## src/hw/rtl/fid_pkg.sv

```systemverilog
// Package for the fall and inactivity detector: transaction types, codes and reset values.
`timescale 1ns / 1ps
`default_nettype none
package fid_pkg;

  localparam int unsigned IDLE_W  = 20;
  localparam int unsigned WAIT_W  = 16;
  localparam int unsigned STILL_W = 8;
  localparam int unsigned SQ_W    = 32;
  localparam int unsigned CFG_W   = 32;
  localparam int unsigned CFG_IDX_W = 3;

  localparam logic [IDLE_W-1:0] IDLE_MAX = '1;
  localparam logic [WAIT_W-1:0] WAIT_MAX = '1;

  // Register reset values: thresholds are squared raw counts, 1 g = 16384
  localparam logic [SQ_W-1:0]    RST_IMPACT_SQ   = 32'd603979776;  // (1.5 g)^2
  localparam logic [SQ_W-1:0]    RST_MOTION_LO   = 32'd67108864;   // (0.5 g)^2
  localparam logic [SQ_W-1:0]    RST_MOTION_HI   = 32'd603979776;  // (1.5 g)^2
  localparam logic [WAIT_W-1:0]  RST_SETTLE      = 16'd2000;
  localparam logic [STILL_W-1:0] RST_CONFIRM     = 8'd50;
  localparam logic [IDLE_W-1:0]  RST_INACT_LIMIT = 20'd60000;

  typedef enum logic [CFG_IDX_W-1:0] {
    REG_IMPACT_SQ   = 3'd0,
    REG_MOTION_LO   = 3'd1,
    REG_MOTION_HI   = 3'd2,
    REG_SETTLE      = 3'd3,
    REG_CONFIRM     = 3'd4,
    REG_INACT_LIMIT = 3'd5
  } reg_idx_t;

  typedef enum logic [1:0] {
    PH_WATCH   = 2'd0,
    PH_WAIT    = 2'd1,
    PH_CONFIRM = 2'd2
  } phase_t;

  typedef enum logic [1:0] {
    MODE_NORMAL    = 2'd0,
    MODE_ANALYSING = 2'd1,
    MODE_INACTIVE  = 2'd2
  } mode_t;

  localparam logic CMD_SAMPLE = 1'b0;
  localparam logic CMD_TICK   = 1'b1;

  typedef struct packed {
    logic               command;
    logic signed [15:0] accel_x;
    logic signed [15:0] accel_y;
    logic signed [15:0] accel_z;
  } item_t;

  typedef struct packed {
    logic [1:0] fall_phase;
    logic       impact_seen;
    logic       fall_confirmed;
    logic       fall_cancelled;
    logic       inactivity_alarm;
    logic [1:0] status_mode;
  } result_t;

  // Magnitude of a raw axis value; -32768 maps to 16'h8000
  function automatic logic [15:0] abs16(input logic signed [15:0] v);
    abs16 = v[15] ? (~v + 16'd1) : v;
  endfunction

endpackage
`default_nettype wire

```

## src/hw/rtl/fall_and_inactivity_detector.sv

```systemverilog
// Fall and inactivity detector top level: three-stage pipeline with state update in the last stage.
`timescale 1ns / 1ps
`default_nettype none
// Accepts one transaction per clock: an accelerometer sample (command 0) or a
// millisecond tick (command 1), and returns exactly one result per transaction,
// in order. From acceptance to result_valid a transaction passes an input
// register, a stage that forms the squared magnitude x*x+y*y+z*z (three 16x16
// multipliers and an adder), and a stage that runs the compare-and-count state
// update into the result register. Throughput is one transaction per cycle as
// long as result_ready is high; the stages fill bubbles, so input stays open
// while a finished result waits until all stages are full. Configuration
// registers are written through cfg_we/cfg_index/cfg_data and must only
// change while no transaction is in flight; indexes above 5 are ignored.
module fall_and_inactivity_detector (
  input  wire                               clk,
  input  wire                               rst,
  input  wire                               item_valid,
  output logic                              item_ready,
  input  wire  fid_pkg::item_t              item,
  output logic                              result_valid,
  input  wire                               result_ready,
  output fid_pkg::result_t                  result,
  input  wire                               cfg_we,
  input  wire  [fid_pkg::CFG_IDX_W-1:0]     cfg_index,
  input  wire  [fid_pkg::CFG_W-1:0]         cfg_data
);
  import fid_pkg::*;

  // Configuration registers
  logic [SQ_W-1:0]    impact_sq;
  logic [SQ_W-1:0]    motion_lo;
  logic [SQ_W-1:0]    motion_hi;
  logic [WAIT_W-1:0]  settle_wait;
  logic [STILL_W-1:0] confirm_cnt;
  logic [IDLE_W-1:0]  inact_limit;

  always_ff @(posedge clk) begin
    if (rst) begin
      impact_sq   <= RST_IMPACT_SQ;
      motion_lo   <= RST_MOTION_LO;
      motion_hi   <= RST_MOTION_HI;
      settle_wait <= RST_SETTLE;
      confirm_cnt <= RST_CONFIRM;
      inact_limit <= RST_INACT_LIMIT;
    end else if (cfg_we) begin
      case (cfg_index)
        REG_IMPACT_SQ:   impact_sq   <= cfg_data;
        REG_MOTION_LO:   motion_lo   <= cfg_data;
        REG_MOTION_HI:   motion_hi   <= cfg_data;
        REG_SETTLE:      settle_wait <= cfg_data[WAIT_W-1:0];
        REG_CONFIRM:     confirm_cnt <= cfg_data[STILL_W-1:0];
        REG_INACT_LIMIT: inact_limit <= cfg_data[IDLE_W-1:0];
        default: ;
      endcase
    end
  end

  // Pipeline flow control: a stage loads when empty or when it drains downstream
  logic   s0_valid, s1_valid;
  logic   s0_load, s1_load, s2_load;
  item_t  s0_item;
  logic   s1_tick;
  logic [SQ_W-1:0] s1_mag_sq;

  assign s2_load    = !result_valid || result_ready;
  assign s1_load    = !s1_valid || s2_load;
  assign s0_load    = !s0_valid || s1_load;
  assign item_ready = s0_load;

  always_ff @(posedge clk) begin
    if (rst) begin
      s0_valid     <= 1'b0;
      s1_valid     <= 1'b0;
      result_valid <= 1'b0;
    end else begin
      if (s0_load) s0_valid     <= item_valid;
      if (s1_load) s1_valid     <= s0_valid;
      if (s2_load) result_valid <= s1_valid;
    end
  end

  always_ff @(posedge clk) begin
    if (s0_load && item_valid) s0_item <= item;
  end

  // Stage 1: squared magnitude. Max is 3 * 2^30, so 32 bits hold the sum.
  logic [15:0]     ax, ay, az;
  logic [SQ_W-1:0] sx, sy, sz;

  always_comb begin
    ax = abs16(s0_item.accel_x);
    ay = abs16(s0_item.accel_y);
    az = abs16(s0_item.accel_z);
    sx = ax * ax;
    sy = ay * ay;
    sz = az * az;
  end

  always_ff @(posedge clk) begin
    if (s1_load && s0_valid) begin
      s1_tick   <= (s0_item.command == CMD_TICK);
      s1_mag_sq <= sx + sy + sz;
    end
  end

  // Stage 2: detector state
  phase_t             phase_reg, phase_next;
  logic [WAIT_W-1:0]  wait_count, wait_count_next, wait_inc;
  logic [STILL_W-1:0] still_count, still_count_next, still_inc;
  logic [IDLE_W-1:0]  idle_count, idle_count_next;
  logic               alert_sent, alert_sent_next, alert_clr;
  logic               motion, impact_hit, alarm;
  logic               impact_c, confirmed_c, cancelled_c;
  mode_t              mode_c;
  logic               s2_fire;

  assign s2_fire = s2_load && s1_valid;

  always_comb begin
    motion     = !s1_tick && ((s1_mag_sq < motion_lo) || (s1_mag_sq > motion_hi));
    impact_hit = !s1_tick && (s1_mag_sq > impact_sq);
    wait_inc   = (s1_tick && (wait_count != WAIT_MAX)) ? wait_count + 1'b1 : wait_count;
    still_inc  = still_count + 1'b1;

    if (s1_tick) begin
      idle_count_next = (idle_count == IDLE_MAX) ? idle_count : idle_count + 1'b1;
    end else if (motion) begin
      idle_count_next = '0;
    end else begin
      idle_count_next = idle_count;
    end
    alert_clr       = motion ? 1'b0 : alert_sent;
    alarm           = (idle_count_next > inact_limit) && !alert_clr;
    alert_sent_next = alert_clr || alarm;
  end

  // Next state of the fall sequence
  always_comb begin
    phase_next       = phase_reg;
    wait_count_next  = wait_count;
    still_count_next = still_count;
    case (phase_reg)
      PH_WAIT: begin
        wait_count_next = wait_inc;
        if (wait_inc >= settle_wait) begin
          still_count_next = '0;
          phase_next       = PH_CONFIRM;
        end
      end
      PH_CONFIRM: begin
        if (!s1_tick) begin
          if (motion) begin
            phase_next = PH_WATCH;
          end else begin
            still_count_next = still_inc;
            if (still_inc >= confirm_cnt) phase_next = PH_WATCH;
          end
        end
      end
      default: begin
        // a stray phase code falls back to watching
        phase_next = PH_WATCH;
        if (impact_hit) begin
          wait_count_next = '0;
          phase_next      = PH_WAIT;
        end
      end
    endcase
  end

  // Result pulses and mode
  always_comb begin
    impact_c    = 1'b0;
    confirmed_c = 1'b0;
    cancelled_c = 1'b0;
    case (phase_reg)
      PH_WAIT: ;
      PH_CONFIRM: begin
        cancelled_c = !s1_tick && motion;
        confirmed_c = !s1_tick && !motion && (still_inc >= confirm_cnt);
      end
      default: impact_c = impact_hit;
    endcase
    if (alert_sent_next) begin
      mode_c = MODE_INACTIVE;
    end else if (phase_next != PH_WATCH) begin
      mode_c = MODE_ANALYSING;
    end else begin
      mode_c = MODE_NORMAL;
    end
  end

  always_ff @(posedge clk) begin
    if (rst) begin
      phase_reg   <= PH_WATCH;
      wait_count  <= '0;
      still_count <= '0;
      idle_count  <= '0;
      alert_sent  <= 1'b0;
    end else if (s2_fire) begin
      phase_reg   <= phase_next;
      wait_count  <= wait_count_next;
      still_count <= still_count_next;
      idle_count  <= idle_count_next;
      alert_sent  <= alert_sent_next;
    end
  end

  always_ff @(posedge clk) begin
    if (s2_fire) begin
      result.fall_phase       <= phase_next;
      result.impact_seen      <= impact_c;
      result.fall_confirmed   <= confirmed_c;
      result.fall_cancelled   <= cancelled_c;
      result.inactivity_alarm <= alarm;
      result.status_mode      <= mode_c;
    end
  end

  // Checks
  a_no_false_backpressure: assert property (@(posedge clk) disable iff (rst)
    !item_ready |-> (s0_valid && s1_valid && result_valid && !result_ready))
    else $error("input stalled while the pipeline has room");

  a_single_fall_event: assert property (@(posedge clk) disable iff (rst)
    result_valid |-> $onehot0({result.impact_seen, result.fall_confirmed,
                               result.fall_cancelled}))
    else $error("more than one fall event in one result");

  a_alarm_mode: assert property (@(posedge clk) disable iff (rst)
    (result_valid && result.inactivity_alarm) |-> (result.status_mode == MODE_INACTIVE))
    else $error("alarm raised without inactive mode");

  a_impact_enters_wait: assert property (@(posedge clk) disable iff (rst)
    (s2_fire && impact_c) |=> (phase_reg == PH_WAIT && wait_count == '0))
    else $error("impact did not start the settle wait");

  a_end_returns_watch: assert property (@(posedge clk) disable iff (rst)
    (s2_fire && (confirmed_c || cancelled_c)) |=> (phase_reg == PH_WATCH))
    else $error("fall decision did not return to watching");

endmodule
`default_nettype wire

```

## config.mk

```make
export PLATFORM = sky130hd
export DESIGN_NAME = fall_and_inactivity_detector
export DESIGN_NICKNAME = d
export VERILOG_FILES = /design/src/hw/rtl/fid_pkg.sv /design/src/hw/rtl/fall_and_inactivity_detector.sv
export SDC_FILE = /design/constraint.sdc
export NUM_CORES = 2
export LEC_CHECK = 0
export BUFFER_PORTS_ARGS = -buffer_cell sky130_fd_sc_hd__buf_4
export CAP_MARGIN = 20
export CORE_MARGIN = 4
export CORE_UTILIZATION = 45
export DETAILED_ROUTE_END_ITERATION = 12
export GPL_TIMING_DRIVEN = 0
export PLACE_DENSITY_LB_ADDON = 0.08
export RECOVER_POWER = 25
export SYNTH_ARGS = -nofsm -noshare
export SYNTH_HDL_FRONTEND = slang
export SYNTH_SLANG_ARGS = --single-unit
```

## constraint.sdc

```tcl
create_clock -name clk -period 27.3 [get_ports clk]
set_input_delay 8.19 -clock clk [delete_from_list [all_inputs] [get_ports clk]]
set_output_delay 8.19 -clock clk [all_outputs]
set_load 0.02 [all_outputs]
```

==> results.yml <==
outcome:
  status: "complete, but fails checks"
  violations: "capacitance limit, slew limit"
yosys:
  ys_top_cells_by_count: "inv_1 (991), fa_1 (610), nand2_1 (509)"
  syn_area_um2: 36300
  async_reset_ff_share_pct: 0
  ys_seq_elements: 280
  synth_area_leaders: "fa_1 (34%), ha_1 (14%), dfxtp_1 (10%)"
  syn_inst: 4009
  synth_edf_count: 90
  ys_seq_area_share_pct: 17.9
  yosysTopAreaCellShare_pct: 33.6
  avgSynthCellArea_um2: 9.05
  synth_top_area_cell: "fa_1"
  synth.most_common_cell: "inv_1"
  ys_types: 79
  synth_ff_type: "dfxtp_1"
  ys_warn_count: 0
clock_tree:
  path_clk_slew_ps: 60
  holdBufCountCts: 0
  cts.htree.levels: 2
  clock_sinks: 280
  cts_resized: 0
  cts_setup_buffers: 0
  cts-buffers-inserted: 35
  cts_root_buf: "clkbuf_16"
  cts.path.max_buffers: 3
  insertion_delay_ps: 580
  cts_tree: "done"
final_layout:
  nets: 5292
  fin_util_pct: 49.9
  drive_gt1_share_pct: 4.57
  top_register: "s0_item"
  diodes: 0
  syn_to_final_growth_pct: 9.41
  largest_reg_flops: 49
  design_area_um2: 39700
sta:
  final.period_utilization_pct: 63.1
  clock_skew_ps: 60.6
  drv_slew: 27
  setup_viol: 0
  max_slew_margin_pct: -0.102
  post-route-min-period_ps: 17230
  max_freq_ghz: 0.0580
  final.setup.tns_ps: 0
  fin_hold_ws_ps: 441
  hold_viol_final: 0
  rsz0062_at_grt: "no"
  tightestPinTransition_ps: 1500
global_route:
  grtUsageTotal_pct: 22.9
  grt_max_degree: 28
  grt_pass1_vias: 27000
  grt_pass1_wl_um: 152000
  overflow: 0
  antenna_found_initial: 4
worst_setup_path:
  cp_slowest_cell: "nor2b_1"
  max_stage_delay_ps: 390
  start_kind: "input port"
  critPathKind: "input port to output port"
  crit_start: "result_ready"
  cp.arrival_ps: 9040
  crit_family: "simple AND/OR/NAND/NOR gates"
  r2r_start: "s0_item[0]"
  end_kind: "output port"
  path_depth: 4
  rrSetupSlack_ps: 15040
  crit_end: "item_ready"
  path_max_fanout: 6
  reg2reg_to: "s1_mag_sq[27]"
  path_cells: "clkbuf_4 > nor2b_1 > nand3_1 > buf_4"
  crit_required_ps: 19110
  rr_worst_depth: 35
  critPathBufInv: 2
route:
  ant_nets: 0
  dr_total_vias: 26600
  dr.first_iter.drc_count: 1669
  drtPass1Iterations: 5
  drc_errors: 0
  routed_wl_um: 95700
  wire_per_inst_um: 18.2
  via_per_inst: 5.04
min_path:
  hp-class: "flop to flop"
  min_from: "s0_item[48]"
floorplanning:
  die-height_um: 292
  rows: 103
  die_x_um: 292
  die-area_um2: 85300
  core_um2: 79500
  initial_core_util_pct: 45.6
  pin_count: 99
flow_run:
  drv_cap: 1
placement:
  hpwl_um: 81600
  place.gp.congestion: 0.886
  post_dp_cell_area_um2: 38600
  portBuffers: 96
[per-layer routing]
metal | track usage (%) | share of wire (%) | vias up
met4 | 4.38 | 1.9 | 0
met3 | 3.66 | 5.7 | 89
met5 | 0 | 0 | -
met2 | 36.9 | 46 | 556
li1 | - | - | 12700
met1 | 33.0 | 46 | 13200
[placed cells by master, fill, tap and decap left out, types with 18 or more instances in the layout]
cell type	instances
conb_1	38
nand2b_1	29
buf_4	54
a311oi_1	18
clkbuf_4	35
o21ai_0	31
inv_2	25
dfxtp_1	190
nor3_1	20
o211ai_1	24
nand2_1	509
nor2_1	282
nand3_1	34
clkbuf_16	37
inv_1	992
a21oi_1	220
xor2_1	38
xnor2_1	75
a31oi_1	18
a21o_1	31
fa_1	610
o21ai_1	36
edfxtp_1	90
ha_1	399
clkbuf_1	121
nand4_1	39
[cell families after synthesis]
family / after synthesis / share of synthesized area (%)
muxes: 15 / 0.424
xor gates and xnor gates: 114 / 2.77
AOI/OAI and AO/OA: 472 / 8.05
adders and majority gates: 1009 / 47.4
DFF: 280 / 17.9
buffers and inverters: 1114 / 11.5
other: 2 / 0.0207
and+or+nand+nor: 1003 / 11.9
[layout make-up]
type / count / area (µm²)
Clock buffer: 54 / 1020
Buffer: 93 / 358
Sequential cell: 280 / 6510
Multi-Input combinational cell: 2651 / 25700
Timing Repair Buffer: 112 / 818
Fill cell: 7706 / 39800
Inverter: 1021 / 3830
Tap cell: 1050 / 1310
Clock inverter: 10 / 119
[how the worst min path moves through the flow]
stage | endpoint | slack (ps) | cells after the start
after floorplan | s1_tick | 400 | 0
after global placement | s1_tick | 430 | 0
after detailed placement | s1_tick | 410 | 0
after CTS | s1_tick | 440 | 0
after global routing | s1_tick | 450 | 0
final | s1_tick | 440 | 0
[per-stage QoR]
step / instances / setup slack (ps)
detailed placement: 5201 / 9950
CTS: 5265 / 9950
global route: 5271 / 9950
floorplan: 4045 / 10440
global placement: 5191 / 10200
finish: 5271 / 10070
Power is left out: the tool's default activity adds up to more than one toggle a clock period on the data nets, which glitch-free logic cannot reach.
